`src/message_channel_ring_fifo_core_macros.svh`:
```
// assertion macros for the message channel ring fifo
`ifndef MESSAGE_CHANNEL_RING_FIFO_CORE_MACROS_SVH
`define MESSAGE_CHANNEL_RING_FIFO_CORE_MACROS_SVH

// same-cycle implication, checked outside reset
`define MCRF_ASSERT_NOW(label, clk, rstn, ante, cons, msg) \
    label: assert property (@(posedge clk) disable iff (!(rstn)) (ante) |-> (cons)) \
        else $error(msg);

// next-cycle implication, checked outside reset
`define MCRF_ASSERT_NEXT(label, clk, rstn, ante, cons, msg) \
    label: assert property (@(posedge clk) disable iff (!(rstn)) (ante) |=> (cons)) \
        else $error(msg);

`endif

```
`src/mcrf_pkg.sv`:
```
// shared types and constants for the message channel ring fifo
package mcrf_pkg;

    localparam int DEPTH_DEF      = 64;
    localparam int DATA_WIDTH_DEF = 32;

    localparam int ACTION_W = 3;
    localparam int CFG_W    = 3;
    localparam int PHASE_W  = 2;

    localparam logic [CFG_W-1:0] CAP_LOG2_RESET = 3'd6;

    localparam logic [ACTION_W-1:0] ACT_SEND      = 3'd0;
    localparam logic [ACTION_W-1:0] ACT_RECV      = 3'd1;
    localparam logic [ACTION_W-1:0] ACT_TX_SEND   = 3'd2;
    localparam logic [ACTION_W-1:0] ACT_TX_RECV   = 3'd3;
    localparam logic [ACTION_W-1:0] ACT_TX_END    = 3'd4;

    localparam logic [PHASE_W-1:0] PHASE_ACK     = 2'd0;
    localparam logic [PHASE_W-1:0] PHASE_ONGOING = 2'd1;
    localparam logic [PHASE_W-1:0] PHASE_ENDED   = 2'd2;

    typedef struct packed {
        logic               accepted;
        logic               popped;
        logic               done;
        logic               is_full;
        logic               is_empty;
        logic [PHASE_W-1:0] link_state;
    } status_t;

endpackage

```
`src/message_channel_ring_fifo_core.sv`:
```
// top level of the message channel ring fifo
//
//  channel   dir   handshake            contents
//  s_*       in    s_valid / s_ready    action, send word, last-in-batch flag
//  m_*       out   m_valid / m_ready    status, received word, occupancy, link state
//  cfg_*     in    cfg_valid / cfg_ready  capacity log2 (restarts the channel)
//
// one word per cycle while m_ready stays high; the result shows the cycle after
// acceptance, when the ring's registered read port returns the popped word.
// s_ready drops only in reset or while a result waits and m_ready is low.
// reset is synchronous; the ring needs no clearing pass, counters start at zero.
// a cfg write zeroes head, tail and the link phase.
`include "message_channel_ring_fifo_core_macros.svh"

module message_channel_ring_fifo_core #(
    parameter int DEPTH      = mcrf_pkg::DEPTH_DEF,
    parameter int DATA_WIDTH = mcrf_pkg::DATA_WIDTH_DEF
) (
    input  logic                              aclk,
    input  logic                              aresetn,
    input  logic                              cfg_valid,
    output logic                              cfg_ready,
    input  logic [mcrf_pkg::CFG_W-1:0]        cfg_data,
    input  logic                              s_valid,
    output logic                              s_ready,
    input  logic [mcrf_pkg::ACTION_W-1:0]     s_action,
    input  logic signed [DATA_WIDTH-1:0]      s_send_data,
    input  logic                              s_last_in_batch,
    output logic                              m_valid,
    input  logic                              m_ready,
    output logic                              m_accepted,
    output logic signed [DATA_WIDTH-1:0]      m_recv_data,
    output logic                              m_transmission_done,
    output logic [$clog2(DEPTH+1)-1:0]        m_occupancy,
    output logic                              m_is_full,
    output logic                              m_is_empty,
    output logic [mcrf_pkg::PHASE_W-1:0]      m_link_state
);
    import mcrf_pkg::*;

    localparam int CAP_LOG2_MAX = $clog2(DEPTH + 1) - 1;
    localparam int ADDR_W       = CAP_LOG2_MAX;

    logic                  m_valid_reg, m_valid_next;
    logic                  item_we;
    status_t               status;
    logic                  mem_wr_en;
    logic [ADDR_W-1:0]     mem_wr_addr;
    logic                  mem_rd_en;
    logic [ADDR_W-1:0]     mem_rd_addr;
    logic [DATA_WIDTH-1:0] mem_rd_data;

    assign cfg_ready = aresetn;
    assign s_ready   = aresetn && (!m_valid_reg || m_ready);
    assign item_we   = s_valid && s_ready;

    always_comb begin
        m_valid_next = m_valid_reg;
        if (item_we) begin
            m_valid_next = 1'b1;
        end else if (m_ready) begin
            m_valid_next = 1'b0;
        end
    end

    always_ff @(posedge aclk) begin
        if (!aresetn) begin
            m_valid_reg <= 1'b0;
        end else begin
            m_valid_reg <= m_valid_next;
        end
    end

    mcrf_ctrl #(
        .DEPTH (DEPTH)
    ) u_ctrl (
        .aclk          (aclk),
        .aresetn       (aresetn),
        .cfg_we        (cfg_valid),
        .cfg_data      (cfg_data),
        .item_we       (item_we),
        .action        (s_action),
        .last_in_batch (s_last_in_batch),
        .status        (status),
        .occupancy     (m_occupancy),
        .mem_wr_en     (mem_wr_en),
        .mem_wr_addr   (mem_wr_addr),
        .mem_rd_en     (mem_rd_en),
        .mem_rd_addr   (mem_rd_addr)
    );

    mcrf_ring_mem #(
        .DATA_WIDTH (DATA_WIDTH),
        .ADDR_W     (ADDR_W)
    ) u_ring (
        .aclk    (aclk),
        .wr_en   (mem_wr_en),
        .wr_addr (mem_wr_addr),
        .wr_data (s_send_data),
        .rd_en   (mem_rd_en),
        .rd_addr (mem_rd_addr),
        .rd_data (mem_rd_data)
    );

    assign m_valid             = m_valid_reg;
    assign m_accepted          = status.accepted;
    assign m_recv_data         = status.popped ? mem_rd_data : '0;
    assign m_transmission_done = status.done;
    assign m_is_full           = status.is_full;
    assign m_is_empty          = status.is_empty;
    assign m_link_state        = status.link_state;

    `MCRF_ASSERT_NEXT(a_item_gives_result, aclk, aresetn, item_we, m_valid, "accepted word gave no result")
    `MCRF_ASSERT_NOW(a_done_means_drained, aclk, aresetn, m_valid && m_transmission_done, m_is_empty && m_link_state == PHASE_ACK, "done without drained acknowledged link")
    `MCRF_ASSERT_NOW(a_refused_reads_zero, aclk, aresetn, m_valid && !m_accepted, m_recv_data == '0, "refused word carries data")

endmodule

```
`src/mcrf_ring_mem.sv`:
```
// ring storage: one write port, one registered read port
module mcrf_ring_mem #(
    parameter int DATA_WIDTH = 32,
    parameter int ADDR_W     = 6
) (
    input  logic                  aclk,
    input  logic                  wr_en,
    input  logic [ADDR_W-1:0]     wr_addr,
    input  logic [DATA_WIDTH-1:0] wr_data,
    input  logic                  rd_en,
    input  logic [ADDR_W-1:0]     rd_addr,
    output logic [DATA_WIDTH-1:0] rd_data
);

    logic [DATA_WIDTH-1:0] mem [2**ADDR_W];
    logic [DATA_WIDTH-1:0] rd_data_reg;

    always_ff @(posedge aclk) begin
        if (wr_en) begin
            mem[wr_addr] <= wr_data;
        end
    end

    always_ff @(posedge aclk) begin
        if (rd_en) begin
            rd_data_reg <= mem[rd_addr];
        end
    end

    assign rd_data = rd_data_reg;

endmodule

```
`src/mcrf_ctrl.sv`:
```
// head/tail counters, link phase, capacity register and result status
module mcrf_ctrl #(
    parameter int DEPTH = 64
) (
    input  logic                                  aclk,
    input  logic                                  aresetn,
    input  logic                                  cfg_we,
    input  logic [mcrf_pkg::CFG_W-1:0]            cfg_data,
    input  logic                                  item_we,
    input  logic [mcrf_pkg::ACTION_W-1:0]         action,
    input  logic                                  last_in_batch,
    output mcrf_pkg::status_t                     status,
    output logic [$clog2(DEPTH+1)-1:0]            occupancy,
    output logic                                  mem_wr_en,
    output logic [$clog2(DEPTH+1)-2:0]            mem_wr_addr,
    output logic                                  mem_rd_en,
    output logic [$clog2(DEPTH+1)-2:0]            mem_rd_addr
);
    import mcrf_pkg::*;

    localparam int CAP_LOG2_MAX = $clog2(DEPTH + 1) - 1;
    localparam int CNT_W        = CAP_LOG2_MAX + 1;
    localparam int ADDR_W       = CAP_LOG2_MAX;
    localparam int LG_W         = $clog2(CAP_LOG2_MAX + 1);

    logic [CFG_W-1:0]   cap_log2_reg;
    logic [CNT_W-1:0]   rd_cnt_reg, rd_cnt_next;
    logic [CNT_W-1:0]   wr_cnt_reg, wr_cnt_next;
    logic [PHASE_W-1:0] phase_reg, phase_next;
    status_t            status_reg, status_next;
    logic [CNT_W-1:0]   occ_reg, occ_next;

    logic [LG_W-1:0]    cap_lg;
    logic [CNT_W-1:0]   cap;
    logic [CNT_W-1:0]   cap_mask;
    logic [CNT_W-1:0]   occ_now;
    logic               full_now;
    logic               empty_now;
    logic               do_push;
    logic               do_pop;
    logic               done;
    logic [CNT_W-1:0]   wr_slot;
    logic [CNT_W-1:0]   rd_slot;

    // clamp the programmed size into two..largest power of two in the ring
    always_comb begin
        if (cap_log2_reg == '0) begin
            cap_lg = LG_W'(1);
        end else if (32'(cap_log2_reg) > CAP_LOG2_MAX) begin
            cap_lg = LG_W'(CAP_LOG2_MAX);
        end else begin
            cap_lg = LG_W'(cap_log2_reg);
        end
    end

    assign cap       = CNT_W'(1) << cap_lg;
    assign cap_mask  = cap - CNT_W'(1);
    assign occ_now   = wr_cnt_reg - rd_cnt_reg;
    assign full_now  = (occ_now == cap);
    assign empty_now = (occ_now == '0);

    always_comb begin
        do_push    = 1'b0;
        do_pop     = 1'b0;
        done       = 1'b0;
        phase_next = phase_reg;
        unique case (action)
            ACT_SEND: begin
                do_push = !full_now;
            end
            ACT_RECV: begin
                do_pop = !empty_now;
            end
            ACT_TX_SEND: begin
                if (phase_reg != PHASE_ENDED) begin
                    do_push = !full_now;
                    if (phase_reg == PHASE_ACK) begin
                        phase_next = PHASE_ONGOING;
                    end
                end
            end
            ACT_TX_RECV: begin
                if (phase_reg != PHASE_ACK) begin
                    do_pop = !empty_now;
                    // drained after this pop: ring held at most the one word
                    if (last_in_batch && phase_reg == PHASE_ENDED &&
                        occ_now <= CNT_W'(1)) begin
                        phase_next = PHASE_ACK;
                        done       = 1'b1;
                    end
                end
            end
            ACT_TX_END: begin
                phase_next = PHASE_ENDED;
            end
            default: begin
            end
        endcase
    end

    assign wr_cnt_next = wr_cnt_reg + CNT_W'(do_push);
    assign rd_cnt_next = rd_cnt_reg + CNT_W'(do_pop);
    assign occ_next    = wr_cnt_next - rd_cnt_next;

    always_comb begin
        status_next.accepted   = do_push | do_pop;
        status_next.popped     = do_pop;
        status_next.done       = done;
        status_next.is_full    = (occ_next == cap);
        status_next.is_empty   = (occ_next == '0);
        status_next.link_state = phase_next;
    end

    always_ff @(posedge aclk) begin
        if (!aresetn) begin
            cap_log2_reg <= CAP_LOG2_RESET;
            rd_cnt_reg   <= '0;
            wr_cnt_reg   <= '0;
            phase_reg    <= PHASE_ACK;
        end else if (cfg_we) begin
            cap_log2_reg <= cfg_data;
            rd_cnt_reg   <= '0;
            wr_cnt_reg   <= '0;
            phase_reg    <= PHASE_ACK;
        end else if (item_we) begin
            rd_cnt_reg   <= rd_cnt_next;
            wr_cnt_reg   <= wr_cnt_next;
            phase_reg    <= phase_next;
        end
    end

    always_ff @(posedge aclk) begin
        if (item_we) begin
            status_reg <= status_next;
            occ_reg    <= occ_next;
        end
    end

    assign wr_slot     = wr_cnt_reg & cap_mask;
    assign rd_slot     = rd_cnt_reg & cap_mask;
    assign mem_wr_en   = item_we & do_push;
    assign mem_wr_addr = wr_slot[ADDR_W-1:0];
    assign mem_rd_en   = item_we & do_pop;
    assign mem_rd_addr = rd_slot[ADDR_W-1:0];

    assign status    = status_reg;
    assign occupancy = occ_reg;

endmodule

```
`config.mk`:
```
export PLATFORM = sky130hd
export DESIGN_NAME = message_channel_ring_fifo_core
export DESIGN_NICKNAME = d
export VERILOG_FILES = /design/src/mcrf_pkg.sv /design/src/message_channel_ring_fifo_core.sv /design/src/mcrf_ring_mem.sv /design/src/mcrf_ctrl.sv
export VERILOG_INCLUDE_DIRS = /design/src /design/src/src
export SDC_FILE = /design/constraint.sdc
export NUM_CORES = 2
export LEC_CHECK = 0
export BUFFER_PORTS_ARGS = -buffer_cell sky130_fd_sc_hd__buf_2
export CAP_MARGIN = 15
export CORE_ASPECT_RATIO = 0.6
export CORE_MARGIN = 1.5
export CORE_UTILIZATION = 29
export CTS_CLUSTER_DIAMETER = 30
export DETAILED_ROUTE_END_ITERATION = 7
export PLACE_DENSITY = 0.54
export SYNTH_ARGS = -nofsm -noshare
export SYNTH_HDL_FRONTEND = slang
export SYNTH_SLANG_ARGS = --single-unit
```
`constraint.sdc`:
```
create_clock -name aclk -period 4.82 [get_ports aclk]
set_input_delay 0.723 -clock aclk [delete_from_list [all_inputs] [get_ports aclk]]
set_output_delay 0.723 -clock aclk [all_outputs]
set_load 0.005 [all_outputs]
```
==> key figures <==
Place
  • Final HPWL DP: about 160 mm
  • IO buf count: a little over 90
  • Final Wtd Congestion: 0.8505

STA
  • Period minus WS final: roughly 4.7 ns
  • Fin. Hold Viols: 0
  • F_max: around 210 MHz
  • Worst-Margin Slew: 1.211 ns
  • Slew headroom: between 10% and 20%
  • Clock Skew: between 0.06 and 0.07 ns
  • Final Max Tran Viols: 0
  • Final period utilization: a little over nine tenths
  • # setup viols final: 0
  • Setup TNS Final: 0 ns

Finish
  • Max reg flops: between 2000 and 2500
  • Most frequent cells in the layout: edfxtp_1, nand2_1, mux4_2
  • Syn-to-layout area delta: 21.68%
  • Most common cell after layout, fill and taps aside: edfxtp_1
  • Share of layout cells above drive strength 1: between 20% and 30%
  • Fin nets: ~4800
  • Register area: ~0.063 sq mm
  • # fillers: ~26000
  • Multi-input gate area: around 0.018 sq mm

Routing
  • Post-DR vias/cell: 5.231
  • Final wirelength: 254.3 mm
  • Vias: 45560
  • Average wire per standard cell: ~29 um
  • Antenna Violating Nets Remaining: 0
  • Initial DRC Count: slightly above 7000
  • Post-route DRC violation count: 0
  • TritonRoute pass-1 iters: 6

Synth
  • Synth Area in Compound Gates: 4.183%
  • Post-synth EDFFs: 2094
  • Post-Synthesis Cell Area: roughly 0.082 sq mm
  • Main combinational cell family by area after synthesis: multiplexers
  • Post-synthesis mux area share: between 10% and 20%
  • Post-synthesis xor/xnor area fraction: 0.3631%
  • Top FF cell, synth: edfxtp_1
  • Syn_area_per_cell: ~19 sq um
  • Synthesized netlist cell count: 4221
  • Seq/Total Area, Yosys: between 70% and 80%
  • Cell taking the most area after synthesis: edfxtp_1
  • Area contributors post-synth: edfxtp_1, mux4_2, nand2_1, mux2i_1, a21oi_1
  • Net Count, Synth: approximately 4300
  • Synth cell types: between 70 and 80
  • Simple-Gate Fraction of Synth Area: roughly 4.2%
  • Synth Area in Adders: less than 1%
  • Fraction of registers with async set/reset: 0%
  • Synth Warn #: 0
  • Top-area cell type share of the netlist area: 76.67%
  • Flip-flop and latch count after synthesis: 2114

Clock tree
  • # hold bufs at CTS: 0
  • CTS root buffer: clkbuf_16
  • CTS tree: yes
  • Max Root-Sink Buffers: 4
  • CTS H-tree lvls: 5
  • Num CTS Buffers: between 300 and 400
  • Clk sinks: 2114
  • Clk Latency, worst-skew pair: 0.85 ns
  • Clock transition at path regs: 0.05 ns

Critical path
  • Critical-path cell list: inv_2 -> ha_4 -> fa_2 -> nor2b_2 -> o31a_1 -> or2_1 -> a221o_1 -> a221o_1 -> nor4b_4 -> a2bb2oi_4 -> inv_2 -> ha_4 -> ha_4 -> xor2_1 -> ha_1 -> buf_4 -> a21o_1 -> a21o_1 -> a21oi_2 -> xnor2_2 -> xnor2_1 -> nor4_1
  • Crit Path Class: flip-flop to flip-flop
  • R2r startpoint: u_ctrl.wr_cnt_reg[0]$_SDFFE_PP0P_
  • Critical Path Start Type: flip-flop
  • R2R setup slack: 0.16 ns
  • Largest delay share family, worst path: compound AO/OA/AOI/OAI gates
  • Critical Path RT: 5.47 ns
  • Worst Reg-to-Reg Cells: 22
  • CP Max Fanout: 3
  • Worst EP arrival: 5.31 ns
  • Crit path largest cell delay: between 0.3 and 0.4 ns
  • Worst path slowest cell: a221o_1
  • Nature of the critical path endpoint: flip-flop
  • Critical Path Most Common Cell: ha_4
  • Worst r2r dst: u_ctrl.status[3]$_DFFE_PP_
  • CP Buf/Inv Count: 3

Floorplanning
  • Die Area: ~0.29 sq mm
  • Boundary Pins: between 90 and 100
  • Core Footprint: 0.2798 sq mm
  • Initial Utilization: 29.31%
  • DIE HEIGHT: just over 400 um
  • FP Rows: 150
  • Die width: 689.6 um

Min path
  • Worst Hold Depth: 3
  • Hold Crit Class: primary input to flip-flop
  • Hold Path End: u_ctrl.cap_log2_reg[1]$_SDFFE_PN1P_
  • Min-delay src: cfg_data[1]

Global routing
  • Tot GR Track Use: 17.43%
  • Largest net degree at the start of global routing: 98
  • First-pass GRT wire length: approximately 350 mm
  • Total grt overflow: 0
  • Vias in the first global route: roughly 44000
  • Antenna violations before repair: 26

Outcome
  • Status: completed

Pwr
  • Leakage: ~31 nW
  • Peak VDD IR: about 0.28 mV
  • Pwr/cell area: roughly 430 mW/mm^2
  • Total power: around 43 mW

Job
  • Max Cap Viol: 0
[power breakdown]
part	switching (mW)	internal (mW)	leakage [nW]
sequential	0.00784	20.2	19.0
clock	8.71	13.7	4.94
combinational	0.476	0.0901	7.31
[through the flow]
step / utilization, % / setup WS, ns / cells / hold slack, ns / area (sq um)
floorplan: - / -0.3062 / 4221 / 0.4543 / 82020
detailed placement: 31.93 / -0.03025 / 8140 / 0.4738 / 89340
CTS: 35.62 / 0.01685 / 8705 / 0.05866 / 99670
global route: 35.66 / -0.04073 / 8708 / 0.1013 / 99800
global placement: 31.93 / -0.1154 / 8140 / 0.4678 / 89340
finish: 35.66 / 0.1639 / 8709 / 0.1195 / 99800
[cell type report]
class,instances,area share [%]
clock buffer,347,8.081
clock inverter,218,2.255
antenna,1,0.002507
sequential,2114,63.41
inverter,19,0.07146
timing repair buffer,442,3.525
tap,3724,4.669
multi-input combinational,1844,17.98
[repair_timing]
item                                    in CTS  in global routing
endpoints found under the setup margin       1                  3
buffers inserted                             0                  3
pin swaps                                    0                 16
resized for setup                            1                 23
[worst max path at each step]
stage,from,to,slack [ns],depth (start not counted)
4_1_cts,u_ctrl.wr_cnt_reg[0]$_SDFFE_PP0P_,u_ctrl.status[3]$_DFFE_PP_,0.02,21
3_5_place_dp,u_ctrl.wr_cnt_reg[0]$_SDFFE_PP0P_,u_ctrl.status[3]$_DFFE_PP_,-0.03,21
6_report,u_ctrl.wr_cnt_reg[0]$_SDFFE_PP0P_,u_ctrl.status[3]$_DFFE_PP_,0.16,22
3_3_place_gp,u_ctrl.wr_cnt_reg[0]$_SDFFE_PP0P_,u_ctrl.status[3]$_DFFE_PP_,-0.12,21
5_1_grt,u_ctrl.wr_cnt_reg[0]$_SDFFE_PP0P_,u_ctrl.status[2]$_DFFE_PP_,-0.04,23
2_1_floorplan,u_ctrl.rd_cnt_reg[4]$_SDFFE_PP0P_,u_ring.mem[59][0]$_DFFE_PP_,-0.31,11
[kinds of logic (layout without fill, tap and decap cells)]
family	after synthesis	after routing
flops	2114	2114
xor+xnor	34	34
buf+inv	263	1026
other cells	1	2
fa+ha+maj	19	19
mux	486	486
compound gates	531	531
simple gates	773	773
[worst register-to-register path, stage by stage, from the launching register on]
cell and delay [ns]:
dfxtp_2 0.31, inv_2 0.06, ha_4 0.14, fa_2 0.22, nor2b_2 0.05, o31a_1 0.25, or2_1 0.23, a221o_1 0.32
a221o_1 0.37, nor4b_4 0.34, a2bb2oi_4 0.18, inv_2 0.06, ha_4 0.16, ha_4 0.16, xor2_1 0.14, ha_1 0.29
buf_4 0.14, a21o_1 0.18, a21o_1 0.19, a21oi_2 0.17, xnor2_2 0.16, xnor2_1 0.10, nor4_1 0.27
[cell usage after synthesis, types with 32 or more instances]
master	instances
edfxtp_1	2094
nand3_1	94
nand2_1	414
o22ai_1	41
a21oi_1	132
buf_2	43
buf_4	32
and2_1	39
nor2_1	82
a22oi_1	35
mux4_2	407
nor3_1	74
mux2i_1	77
a32oi_1	32
o21ai_0	102
a31oi_1	56
clkbuf_1	126
[per-layer routing]
layer  GRT usage, %  part of all wire, %
met5              0                0.043
met4          3.405                  1.8
met3          4.732                   12
met2          24.39                   42
met1          26.94                   45
No activity file was read; power rests on OpenSTA's default activity.
